[src/rtl/core/srb_pkg.sv]
// srb_pkg: shared types and constants for the sequence reorder buffer
// used by srb_cell and sequence_reorder_buffer_core; no dependencies
package srb_pkg;

  localparam int SEQ_W         = 32;
  localparam int HANDLE_PORT_W = 16;
  localparam int IN_DATA_W     = 48;
  localparam int OUT_DATA_W    = 48;

  localparam logic ACT_FORWARD = 1'b0;
  localparam logic ACT_DROP    = 1'b1;

  typedef enum logic [1:0] {
    CELL_HOLD,
    CELL_INSERT,
    CELL_POP,
    CELL_REPLACE
  } cell_op_t;

  // command broadcast to every cell of the row
  typedef struct packed {
    cell_op_t         op;
    logic [SEQ_W-1:0] seq;
  } cell_cmd_t;

  // per-cell status seen by the controller and the right-hand neighbour
  typedef struct packed {
    logic valid;
    logic behind;
    logic match;
  } cell_stat_t;

  typedef enum logic [3:0] {
    ST_IDLE    = 4'b0001,
    ST_EVAL    = 4'b0010,
    ST_JUMP    = 4'b0100,
    ST_RELEASE = 4'b1000
  } state_t;

endpackage

[src/rtl/core/srb_cell.sv]
// srb_cell: one slot of the sorted holding row (valid, sequence number, handle)
// depends on srb_pkg; neighbours hand entries left on pop and right on insert
module srb_cell #(
  parameter int HANDLE_W = 16
) (
  input  logic                       clk,
  input  logic                       rst_n,
  input  srb_pkg::cell_cmd_t         cmd,
  input  logic [HANDLE_W-1:0]        cmd_handle,
  input  logic                       left_valid,
  input  logic [srb_pkg::SEQ_W-1:0]  left_seq,
  input  logic [HANDLE_W-1:0]        left_handle,
  input  logic                       left_behind,
  input  logic                       right_valid,
  input  logic [srb_pkg::SEQ_W-1:0]  right_seq,
  input  logic [HANDLE_W-1:0]        right_handle,
  output srb_pkg::cell_stat_t        stat,
  output logic [srb_pkg::SEQ_W-1:0]  seq_o,
  output logic [HANDLE_W-1:0]        handle_o
);

  logic                      valid_r, valid_nxt;
  logic [srb_pkg::SEQ_W-1:0] seq_r, seq_nxt;
  logic [HANDLE_W-1:0]       handle_r, handle_nxt;
  logic                      behind;
  logic                      match;

  // new number belongs at or before this slot
  assign behind = !valid_r || (seq_r > cmd.seq);
  assign match  = valid_r && (seq_r == cmd.seq);

  assign stat     = '{valid: valid_r, behind: behind, match: match};
  assign seq_o    = seq_r;
  assign handle_o = handle_r;

  always_comb begin
    valid_nxt  = valid_r;
    seq_nxt    = seq_r;
    handle_nxt = handle_r;
    unique case (cmd.op)
      srb_pkg::CELL_HOLD: begin
      end
      srb_pkg::CELL_INSERT: begin
        if (behind && left_behind) begin
          valid_nxt  = left_valid;
          seq_nxt    = left_seq;
          handle_nxt = left_handle;
        end else if (behind) begin
          valid_nxt  = 1'b1;
          seq_nxt    = cmd.seq;
          handle_nxt = cmd_handle;
        end
      end
      srb_pkg::CELL_POP: begin
        valid_nxt  = right_valid;
        seq_nxt    = right_seq;
        handle_nxt = right_handle;
      end
      srb_pkg::CELL_REPLACE: begin
        if (match) begin
          handle_nxt = cmd_handle;
        end
      end
      default: begin
      end
    endcase
  end

  always_ff @(posedge clk) begin
    if (!rst_n) begin
      valid_r <= 1'b0;
    end else begin
      valid_r <= valid_nxt;
    end
  end

  always_ff @(posedge clk) begin
    seq_r    <= seq_nxt;
    handle_r <= handle_nxt;
  end

endmodule

[src/rtl/core/sequence_reorder_buffer_core.sv]
// sequence_reorder_buffer_core: an input beat is registered, then evaluated in ST_EVAL and answered there;
// an overflow inserts, goes through ST_JUMP and then releases held packets from ST_RELEASE
// the row pops one held packet per cycle while the result output is free; result back-pressure stalls it
// a new input beat is taken only once the fsm is back in ST_IDLE; no result beat for a packet that is only held
// reset: synchronous active low, clears valid bits, next expected number and the fsm
// depends on srb_pkg and srb_cell
module sequence_reorder_buffer_core #(
  parameter int HOLD_LIMIT  = 16,
  parameter int HANDLE_BITS = 16
) (
  input  logic                              clk,
  input  logic                              rst_n,
  input  logic                              in_tvalid,
  output logic                              in_tready,
  input  logic [srb_pkg::IN_DATA_W-1:0]     in_tdata,   // seq_number[31:0], packet_handle[47:32]
  output logic                              out_tvalid,
  input  logic                              out_tready,
  output logic [srb_pkg::OUT_DATA_W-1:0]    out_tdata,  // out_handle[15:0], out_seq[47:16]
  output logic                              out_tuser,  // action
  output logic                              out_tlast
);

  localparam int SLOTS = HOLD_LIMIT + 1;
  localparam int HW    = (HANDLE_BITS < srb_pkg::HANDLE_PORT_W) ? HANDLE_BITS
                                                                 : srb_pkg::HANDLE_PORT_W;
  localparam int SW    = srb_pkg::SEQ_W;
  localparam int PW    = srb_pkg::HANDLE_PORT_W;

  srb_pkg::state_t   state_r, state_nxt;
  logic [SW-1:0]     ne_r, ne_nxt;
  logic [SW-1:0]     ne_inc;
  logic [SW-1:0]     seq_r;
  logic [HW-1:0]     hdl_r;

  srb_pkg::cell_cmd_t  cmd;
  srb_pkg::cell_op_t   cmd_op;
  srb_pkg::cell_stat_t st [SLOTS];
  logic [SLOTS-1:0]    cv;
  logic [SW-1:0]       cs [SLOTS];
  logic [HW-1:0]       ch [SLOTS];

  logic [SLOTS-1:0]    left_valid, left_behind, right_valid;
  logic [SW-1:0]       left_seq [SLOTS];
  logic [SW-1:0]       right_seq [SLOTS];
  logic [HW-1:0]       left_handle [SLOTS];
  logic [HW-1:0]       right_handle [SLOTS];

  logic                any_match;
  logic [HW-1:0]       match_handle;
  logic                is_eq, is_lt, out_free;

  logic                emit;
  logic [PW-1:0]       em_handle;
  logic [SW-1:0]       em_seq;
  logic                em_act, em_last;

  logic                out_valid_r;
  logic [PW-1:0]       out_handle_r;
  logic [SW-1:0]       out_seq_r;
  logic                out_act_r, out_last_r;

  assign in_tready  = (state_r == srb_pkg::ST_IDLE);
  assign out_tvalid = out_valid_r;
  assign out_tdata  = {out_seq_r, out_handle_r};
  assign out_tuser  = out_act_r;
  assign out_tlast  = out_last_r;

  assign cmd = '{op: cmd_op, seq: seq_r};

  // neighbour wiring: the row ends read as empty
  always_comb begin
    for (int i = 0; i < SLOTS; i++) begin
      cv[i] = st[i].valid;
      if (i == 0) begin
        left_valid[i]  = 1'b0;
        left_seq[i]    = '0;
        left_handle[i] = '0;
        left_behind[i] = 1'b0;
      end else begin
        left_valid[i]  = st[i-1].valid;
        left_seq[i]    = cs[i-1];
        left_handle[i] = ch[i-1];
        left_behind[i] = st[i-1].behind;
      end
      if (i == SLOTS - 1) begin
        right_valid[i]  = 1'b0;
        right_seq[i]    = '0;
        right_handle[i] = '0;
      end else begin
        right_valid[i]  = st[i+1].valid;
        right_seq[i]    = cs[i+1];
        right_handle[i] = ch[i+1];
      end
    end
  end

  for (genvar g = 0; g < SLOTS; g++) begin : g_cell
    srb_cell #(
      .HANDLE_W (HW)
    ) u_cell (
      .clk          (clk),
      .rst_n        (rst_n),
      .cmd          (cmd),
      .cmd_handle   (hdl_r),
      .left_valid   (left_valid[g]),
      .left_seq     (left_seq[g]),
      .left_handle  (left_handle[g]),
      .left_behind  (left_behind[g]),
      .right_valid  (right_valid[g]),
      .right_seq    (right_seq[g]),
      .right_handle (right_handle[g]),
      .stat         (st[g]),
      .seq_o        (cs[g]),
      .handle_o     (ch[g])
    );
  end

  always_comb begin
    any_match    = 1'b0;
    match_handle = '0;
    for (int i = 0; i < SLOTS; i++) begin
      any_match    = any_match | st[i].match;
      match_handle = match_handle | (st[i].match ? ch[i] : '0);
    end
  end

  assign ne_inc   = ne_r + SW'(1);
  assign is_eq    = (seq_r == ne_r);
  assign is_lt    = (seq_r < ne_r);
  assign out_free = !out_valid_r || out_tready;

  always_comb begin
    state_nxt = state_r;
    ne_nxt    = ne_r;
    cmd_op    = srb_pkg::CELL_HOLD;
    emit      = 1'b0;
    em_handle = '0;
    em_seq    = '0;
    em_act    = srb_pkg::ACT_FORWARD;
    em_last   = 1'b0;
    unique case (state_r)
      srb_pkg::ST_IDLE: begin
        if (in_tvalid) begin
          state_nxt = srb_pkg::ST_EVAL;
        end
      end
      srb_pkg::ST_EVAL: begin
        priority if (is_eq) begin
          if (out_free) begin
            emit      = 1'b1;
            em_handle = PW'(hdl_r);
            em_seq    = seq_r;
            em_act    = srb_pkg::ACT_FORWARD;
            em_last   = !(cv[0] && (cs[0] == ne_inc));
            ne_nxt    = ne_inc;
            state_nxt = em_last ? srb_pkg::ST_IDLE : srb_pkg::ST_RELEASE;
          end
        end else if (is_lt) begin
          if (out_free) begin
            emit      = 1'b1;
            em_handle = PW'(hdl_r);
            em_seq    = seq_r;
            em_act    = srb_pkg::ACT_DROP;
            em_last   = 1'b1;
            state_nxt = srb_pkg::ST_IDLE;
          end
        end else if (any_match) begin
          if (out_free) begin
            emit      = 1'b1;
            em_handle = PW'(match_handle);
            em_seq    = seq_r;
            em_act    = srb_pkg::ACT_DROP;
            em_last   = 1'b1;
            cmd_op    = srb_pkg::CELL_REPLACE;
            state_nxt = srb_pkg::ST_IDLE;
          end
        end else begin
          // row holds at most HOLD_LIMIT here, so the insert never loses an entry
          cmd_op    = srb_pkg::CELL_INSERT;
          state_nxt = cv[SLOTS-2] ? srb_pkg::ST_JUMP : srb_pkg::ST_IDLE;
        end
      end
      srb_pkg::ST_JUMP: begin
        // row is sorted, so the smallest held number sits in the first cell
        ne_nxt    = cs[0];
        state_nxt = srb_pkg::ST_RELEASE;
      end
      srb_pkg::ST_RELEASE: begin
        if (out_free) begin
          emit      = 1'b1;
          em_handle = PW'(ch[0]);
          em_seq    = cs[0];
          em_act    = srb_pkg::ACT_FORWARD;
          em_last   = !(cv[1] && (cs[1] == ne_inc));
          cmd_op    = srb_pkg::CELL_POP;
          ne_nxt    = ne_inc;
          state_nxt = em_last ? srb_pkg::ST_IDLE : srb_pkg::ST_RELEASE;
        end
      end
      default: begin
        state_nxt = srb_pkg::ST_IDLE;
      end
    endcase
  end

  always_ff @(posedge clk) begin
    if (!rst_n) begin
      state_r     <= srb_pkg::ST_IDLE;
      ne_r        <= '0;
      out_valid_r <= 1'b0;
    end else begin
      state_r <= state_nxt;
      ne_r    <= ne_nxt;
      if (emit) begin
        out_valid_r <= 1'b1;
      end else if (out_tready) begin
        out_valid_r <= 1'b0;
      end
    end
  end

  always_ff @(posedge clk) begin
    if (in_tvalid && in_tready) begin
      seq_r <= in_tdata[SW-1:0];
      hdl_r <= in_tdata[SW +: HW];
    end
    if (emit) begin
      out_handle_r <= em_handle;
      out_seq_r    <= em_seq;
      out_act_r    <= em_act;
      out_last_r   <= em_last;
    end
  end

`ifndef ASSERT_OFF
  // valid entries stay packed towards the first cell
  a_packed: assert property (@(posedge clk) disable iff (!rst_n)
    (cv & (cv + SLOTS'(1))) == '0)
    else $error("holding row not packed");

  // between items the row never holds more than the limit
  a_not_full: assert property (@(posedge clk) disable iff (!rst_n)
    (state_r == srb_pkg::ST_IDLE) |-> !cv[SLOTS-1])
    else $error("holding row full while idle");

  // a release step always finds the expected number at the head
  a_release_head: assert property (@(posedge clk) disable iff (!rst_n)
    (state_r == srb_pkg::ST_RELEASE) |-> (cv[0] && (cs[0] == ne_r)))
    else $error("release without matching head entry");

  // while idle, the head of the row is below the second entry
  a_sorted: assert property (@(posedge clk) disable iff (!rst_n)
    ((state_r == srb_pkg::ST_IDLE) && cv[1]) |-> (cs[1] > cs[0]))
    else $error("holding row out of order");
`endif

endmodule
[config.mk]
export PLATFORM = sky130hd
export DESIGN_NAME = sequence_reorder_buffer_core
export DESIGN_NICKNAME = d
export VERILOG_FILES = /design/src/rtl/core/srb_pkg.sv /design/src/rtl/core/srb_cell.sv /design/src/rtl/core/sequence_reorder_buffer_core.sv
export SDC_FILE = /design/constraint.sdc
export NUM_CORES = 2
export LEC_CHECK = 0
export BUFFER_PORTS_ARGS = -buffer_cell sky130_fd_sc_hd__buf_2
export CAP_MARGIN = 10
export CORE_MARGIN = 4
export CORE_UTILIZATION = 45
export CTS_CLUSTER_DIAMETER = 150
export DETAILED_ROUTE_END_ITERATION = 10
export PLACE_DENSITY = 0.57
export SLEW_MARGIN = 15
export SYNTH_ARGS = -nofsm -noshare
export SYNTH_HDL_FRONTEND = slang
export SYNTH_SLANG_ARGS = --single-unit
export TNS_END_PERCENT = 5
[constraint.sdc]
create_clock -name clk -period 12.75 [get_ports clk]
set_input_delay 2.55 -clock clk [delete_from_list [all_inputs] [get_ports clk]]
set_output_delay 2.55 -clock clk [all_outputs]
set_load 0.005 [all_outputs]
### Yosys cells after proc, flatten, opt, wreduce, memory -nomap -nowiden

Cells that the tools add are included.

* reductions and logical operators: 115
* div/mod/pow operators: 0
* shift-type cells: 0
* multiply operators: 0
* bitwise operators: 33
* equality and inequality tests: 65
* add/sub/neg operators: 1
* magnitude comparators: 18
* multiplexer cells: 228

Operators with widths (count)
* $mux W32: 40
* $mux W16: 73
* $pmux W32 S2: 18
* $pmux W16 S3: 17
* $eq A32 B32 Y1: 20
* $gt A32 B32 Y1: 17
* $or A16 B16 Y16: 16
* $pmux W32 S3: 1
* $reduce_and A3 Y1: 18
* $ne A3 B1 Y1 const B: 16
* $mux W1: 42
* $pmux W1 S2: 19
* $logic_and A1 B1 Y1: 36
* $mux W4: 9
* $ne A2 B1 Y1 const B: 18
* $reduce_and A2 Y1: 18
* $add A32 B1 Y32 const B: 1
* $lt A32 B32 Y1: 1
* $pmux W16 S2: 1
* $logic_not A1 Y1: 20
* $logic_or A1 B1 Y1: 18
* $or A1 B1 Y1: 16
* $pmux W4 S4: 1
* $mux W2: 5
* other kinds (14): 19

* memories: 0
* input bits: 52
* latch bits: 0
* memory bits (writable): 0
* ROM bits: 0
* output and inout bits: 52
* flip-flop bits (word level): 968

### Longest topological paths before layout

* word-level depth: 25
* mapped depth: 24
* depth with buffers taken out: 18

### Hierarchy

Synthesis repeated with hierarchy kept, for this count alone.

* cells, all modules: 8524
* area total of the unflattened synthesis: 75297.2 µm²

Modules (own cells, without submodules)
* srb_cell at g_cell[0].u_cell ...: area an instance 3772.4 µm², cells an instance 432, instances 11
* srb_cell at g_cell[4].u_cell ...: area an instance 3913.8 µm², cells an instance 432, instances 6
* sequence_reorder_buffer_core: area an instance 10318.6 µm², cells an instance 1180, instances 1

### Worst setup path before layout

No wires, ideal clock.

* kind: input port to flip-flop
* start point: in out_tready
* end point: reg g_cell[2].u_cell.seq_r (netlist bit g_cell[2].u_cell.seq_o[0]) (enable)
* path buffers: 3
* library setup time: 0.432 ns
* cell stages on the path: 9
* slack: 6.273 ns
* arrival: 6.045 ns
* path through: nand2b_1 -> nand2_1 -> or4_1 -> buf_2 -> and2_1 -> ha_1 -> clkbuf_1 -> clkbuf_1 -> a21oi_1

* word-level cells in the longest chain between the ends: 9
* elaborated cells between the ends (all ways): 12
* classes of those cells: eq/ne (3); mux (6); reduce/logical (3)

Ends and longest elaborated chain
* start: declaration: RTL line sequence_reorder_buffer_core.sv:17 `input logic out_tready,`
* $logic_or A1 B1 Y1 (*): RTL line sequence_reorder_buffer_core.sv:130 `assign out_free = !out_valid_r || out_tready;`
* $mux W2: RTL line sequence_reorder_buffer_core.sv:168 `if (out_free) begin`
* $mux W2: RTL line sequence_reorder_buffer_core.sv:167 `end else if (any_match) begin`
* $mux W2: RTL line sequence_reorder_buffer_core.sv:158 `end else if (is_lt) begin`
* $mux W2: RTL line sequence_reorder_buffer_core.sv:148 `priority if (is_eq) begin`
* $pmux W2 S2 (*): RTL line sequence_reorder_buffer_core.sv:141 `unique case (state_r)`
* $eq A2 B1 Y1 / $eq A2 B2 Y1 (equally long branches): RTL line srb_cell.sv:40 `unique case (cmd.op)`
* $ne A3 B1 Y1 (no source line) / $reduce_bool A2 Y1 (equally long branches)
* $reduce_and A2 Y1 (no source line) (*)
* end signal: assignment: RTL line srb_cell.sv:78 `seq_r <= seq_nxt;`
* end: declaration: RTL line srb_cell.sv:23 `logic [srb_pkg::SEQ_W-1:0] seq_r, seq_nxt;`

Every way passes the cells marked *; elsewhere a longest branch is shown, timed or not.
A chain may end at the register's enable or synchronous reset.

### Worst setup path in the final report

* start point: reg seq_r[22]
* end point: reg g_cell[5].u_cell.handle_r[8], data pin

* word-level cells in the longest chain between the ends: 24
* elaborated cells between the ends (all ways): 66
* classes of those cells: order compare (3); eq/ne (21); mux (6); bitwise (16); reduce/logical (20)

Ends and longest elaborated chain
* start: declaration: RTL line sequence_reorder_buffer_core.sv:32 `logic [SW-1:0] seq_r;`
* start signal: assignment: RTL line sequence_reorder_buffer_core.sv:224 `seq_r <= in_tdata[SW-1:0];`
* $eq A32 B32 Y1: RTL line srb_cell.sv:30 `assign match = valid_r && (seq_r == cmd.seq);`
* $logic_and A1 B1 Y1: RTL line srb_cell.sv:30
* $or A1 B1 Y1 (16 in a row): RTL line sequence_reorder_buffer_core.sv:122 `any_match = any_match | st[i].match;`
* $mux W2: RTL line sequence_reorder_buffer_core.sv:167
* $mux W2: RTL line sequence_reorder_buffer_core.sv:158
* $mux W2: RTL line sequence_reorder_buffer_core.sv:148
* $pmux W2 S2: RTL line sequence_reorder_buffer_core.sv:141
* $eq A2 B2 Y1 / $eq A2 B1 Y1 (equally long branches): RTL line srb_cell.sv:40
* $pmux W16 S3 (*): RTL line srb_cell.sv:40
* net g_cell[5].u_cell.handle_nxt[8]: RTL line srb_cell.sv:24 `logic [HANDLE_W-1:0] handle_r, handle_nxt;`
* end signal: assignment: RTL line srb_cell.sv:79 `handle_r <= handle_nxt;`
* end: declaration: RTL line srb_cell.sv:24

Mark *: on every way through the listed nets, which the timed path passes. The rest lies on a longest branch.

==> metrics.csv <==
stage,metric,value,unit
timing,setup_violations,0,
timing,whs,0.563,ns
floorplan,ios,104,
timing,slew-limit-headroom,4.27,%
clocking,clk_latency,0.77,ns
critical_path,path_cells,"inv_1, buf_4, ha_1, nand4_1, nor4_1, inv_1, nor2_2, buf_4, nor4_1, and4_1, or4_1, buf_4, and2_1, inv_1, ha_4, buf_12, buf_4, nor3_4, buf_4, a221o_1",
clocking,clockBufferDepth,3,
place,place_congestion,0.962,
routing,drc,0,
yosys,synth_fp_nets,6782,
layout,syn2layout_area_growth,11.0,%
pwr,power,7.89,mW
global_route,grt_pass1_vias,54400,
critical_path,cp_slowest_cell,nor4_1,
min_path,hold_class,flop to flop,
global_route,antenna_found_initial,12,
routing,drt-pass1-iter-count,7,
critical_path,crit_fanout,167,
timing,finalCritPeriodShare,68.1,%
global_route,track_usage,35.4,%
floorplan,die_area,150000,um^2
clocking,clkTransAtPathRegs,0.06,ns
critical_path,arrival,9.20,ns
yosys,syn_inst,6149,
layout,nets,6710,
pwr,max-vdd-ir-drop,0.000113,V
routing,wl_per_cell,34.3,um
layout,drive_gt1_share,9.60,%
clocking,postCtsHoldBufs,0,
yosys,synth_top_family_by_area,compound AO/OA/AOI/OAI gates,
clocking,root_buffer,clkbuf_16,
yosys,synth_seq_cells,968,
critical_path,worstSetupPathType,flop to flop,
floorplan,initial_core_util,45.5,%
timing,timing.final.max_slew_violations,0,
timing,max_clock_freq,115,MHz
floorplan,die_w,387,um
layout,stdcell_count,8076,
run,drv_cap,0,
floorplan,die_y,387,um
critical_path,cp.required,13.27,ns
routing,vias,57600,
timing,finalSetupTns,0,ns
yosys,synth_xor_xnor_area_share,1.01,%
global_route,grt_max_degree,169,
clocking,cts_max_level,3,
yosys,synthSimpleGateAreaFrac,14.3,%
layout,utilization,50.5,%
clocking,cts_made_buffers,116,
place,dp_hpwl,194,mm
pwr,pwr_density_cell,110,nW/um^2
yosys,syn_area,64500,um^2
clocking,cts_tree,done,
clocking,post-cts-setup-buffers,0,
routing,vias_per_cell,7.14,
critical_path,timing.critical_path.mode_cell,buf_4,
yosys,yosys_warnings,0,
critical_path,critPathLaunchType,flop,
routing,drt_iter0_markers,8395,
yosys,synthArstFlopShare,0,%
critical_path,endpoint_kind,flop,
yosys,synth_edf_count,914,
pwr,p_leak,27.6,nW
place,port_buffers,103,
yosys,yosysSeqAreaShare,44.2,%
global_route,grt_overflow_total,0,
floorplan,rows,138,
yosys,muxShareOfSynthArea,2.53,%
yosys,synthAdderAreaFrac,11.3,%
timing,rsz0062_at_grt,false,
timing,skew,0.0488,ns
critical_path,slowest_delay,0.94,ns
floorplan,core,142000,um^2
global_route,grt_pass1_wl,394,mm
routing,ant_nets,0,
yosys,syn_area_per_cell,10.5,um^2
clocking,cts_resized,0,
timing,fin_crit,8.68,ns
yosys,ys_types,83,
timing,worstMarginPinSlew,1.42,ns
place,dp.cells,7848,
routing,routed_wirelength,277,mm
clocking,cts_num_sinks,968,
yosys,synth-main-ff-cell,edfxtp_1,
yosys,synth_compound_area_share,22.6,%
run_status,status,finished clean,
timing,hold_viol_final,0,
layout,fillers,12800,
## layer usage
layer  routed length, um  track usage, %
met5                 197           0.861
met4               15400            16.4
met2              116000            51.4
met1              111000            48.4
met3               34500            10.8
## metrics by stage
| step | setup WS (ns) | instance area (um^2) |
|---|---|---|
| detailed placement | 4.29 | 67700 |
| global route | 3.86 | 71600 |
| CTS | 4.29 | 71600 |
| global placement | 4.32 | 67700 |
| floorplan | 6.27 | 64500 |
| finish | 4.07 | 71600 |
## kinds of logic after synthesis
| group | count (synthesis) |
|---|---|
| AO/OA/AOI/OAI | 2002 |
| XOR/XNOR | 73 |
| adder cells (fa/ha/maj) | 581 |
| buffers and inverters | 667 |
| flip-flops | 968 |
| multiplexers | 163 |
| AND/OR/NAND/NOR | 1695 |
## worst paths after layout
| path | start | end | slack (ns) | depth (start not counted) |
|---|---|---|---|---|
| setup reg to reg | seq_r[22]$_DFFE_PP_ | g_cell[5].u_cell.handle_o[8]$_DFFE_PP_ | 4.07 | 20 |
| hold reg to reg | g_cell[12].u_cell.valid_r$_SDFFE_PN0P_ | g_cell[12].u_cell.valid_r$_SDFFE_PN0P_ | 0.56 | 2 |
| setup / recovery | seq_r[22]$_DFFE_PP_ | g_cell[5].u_cell.handle_o[8]$_DFFE_PP_ | 4.07 | 20 |
| hold / removal | g_cell[12].u_cell.valid_r$_SDFFE_PN0P_ | g_cell[12].u_cell.valid_r$_SDFFE_PN0P_ | 0.56 | 2 |
## power breakdown
part           switching, mW  internal, mW
Sequential             0.102          3.54
Clock                   1.50          1.94
Combinational          0.530         0.279
## cells in the final DEF (no fill, tap or decap), types with 78 or more instances in the layout
master     Yosys  routed
nand4_1      258     258
mux2i_1      163     163
o211ai_1     106     106
a21oi_1      314     302
ha_1         581     578
and2_1       167     167
nand3_1       86      84
buf_2         49     103
nand2_1      414     411
nor2_1       249     226
o311ai_0      78      78
a21o_1       227     225
o21ai_0      382     382
inv_1        182     181
nor3b_1      191     190
clkbuf_16      0     116
a221o_1      386     386
buf_4          4     187
edfxtp_1     914     914
a22oi_1      103     103
## worst max-delay path: cells and delay by family, from the launching register on
family | cells | cell delay [ns]
compound gates | 1 | 0.31
buf+inv | 9 | 3.64
simple gates | 8 | 2.63
flops | 1 | 0.86
fa+ha+maj | 2 | 0.92
## Yosys cell counts (20+ instances only)
cell / count / share of area (%)
inv_1: 182 / 1.1
clkbuf_1: 391 / 2.3
nor3_1: 78 / 0.60
ha_1: 581 / 11
a2111oi_0: 25 / 0.34
a22oi_1: 103 / 1.2
o221ai_1: 22 / 0.30
o21ai_0: 382 / 3.0
nor2_1: 249 / 1.4
nand2_1: 414 / 2.4
edfxtp_1: 914 / 43
nor4_1: 40 / 0.39
and3_1: 36 / 0.35
and4_1: 46 / 0.62
or3_1: 20 / 0.19
a2bb2oi_1: 33 / 0.45
a211oi_1: 29 / 0.34
a21o_1: 227 / 2.6
a21oi_1: 314 / 2.4
a31oi_1: 60 / 0.58
buf_2: 49 / 0.38
nor2b_1: 45 / 0.44
o311ai_0: 78 / 1.1
o211ai_1: 106 / 1.2
and2_1: 167 / 1.6
buf_1: 38 / 0.22
mux2i_1: 163 / 2.5
nand3_1: 86 / 0.67
dfxtp_1: 54 / 1.7
a22o_1: 69 / 0.94
nor3b_1: 191 / 2.2
a221o_1: 386 / 6.0
xnor2_1: 52 / 0.71
a221oi_1: 24 / 0.33
o21a_1: 38 / 0.44
xor2_1: 20 / 0.27
nand4_1: 258 / 2.5
## area by class of cell
type / instances / area (um^2) / area share, %
multi-input combinational: 4514 / 34200 / 47.7
sequential: 968 / 28500 / 39.8
clock buffer: 141 / 3000 / 4.18
tap: 1890 / 2360 / 3.30
timing repair buffer: 294 / 2000 / 2.80
clock inverter: 80 / 851 / 1.19
inverter: 183 / 692 / 0.966
antenna: 6 / 15.0 / 0.0210
## state kept, by name, indices dropped and copies added (netlist names)
name / cells
out_handle_r: 16
seq_r: 32
out_tlast: 1
out_tuser: 1
g_cell.u_cell.valid_r: 17
out_seq_r: 32
hdl_r: 16
state_r: 4
g_cell.u_cell.handle_o: 272
out_tvalid: 1
g_cell.u_cell.seq_o: 544
ne_r: 32
Power figures use the tool's default switching activity.
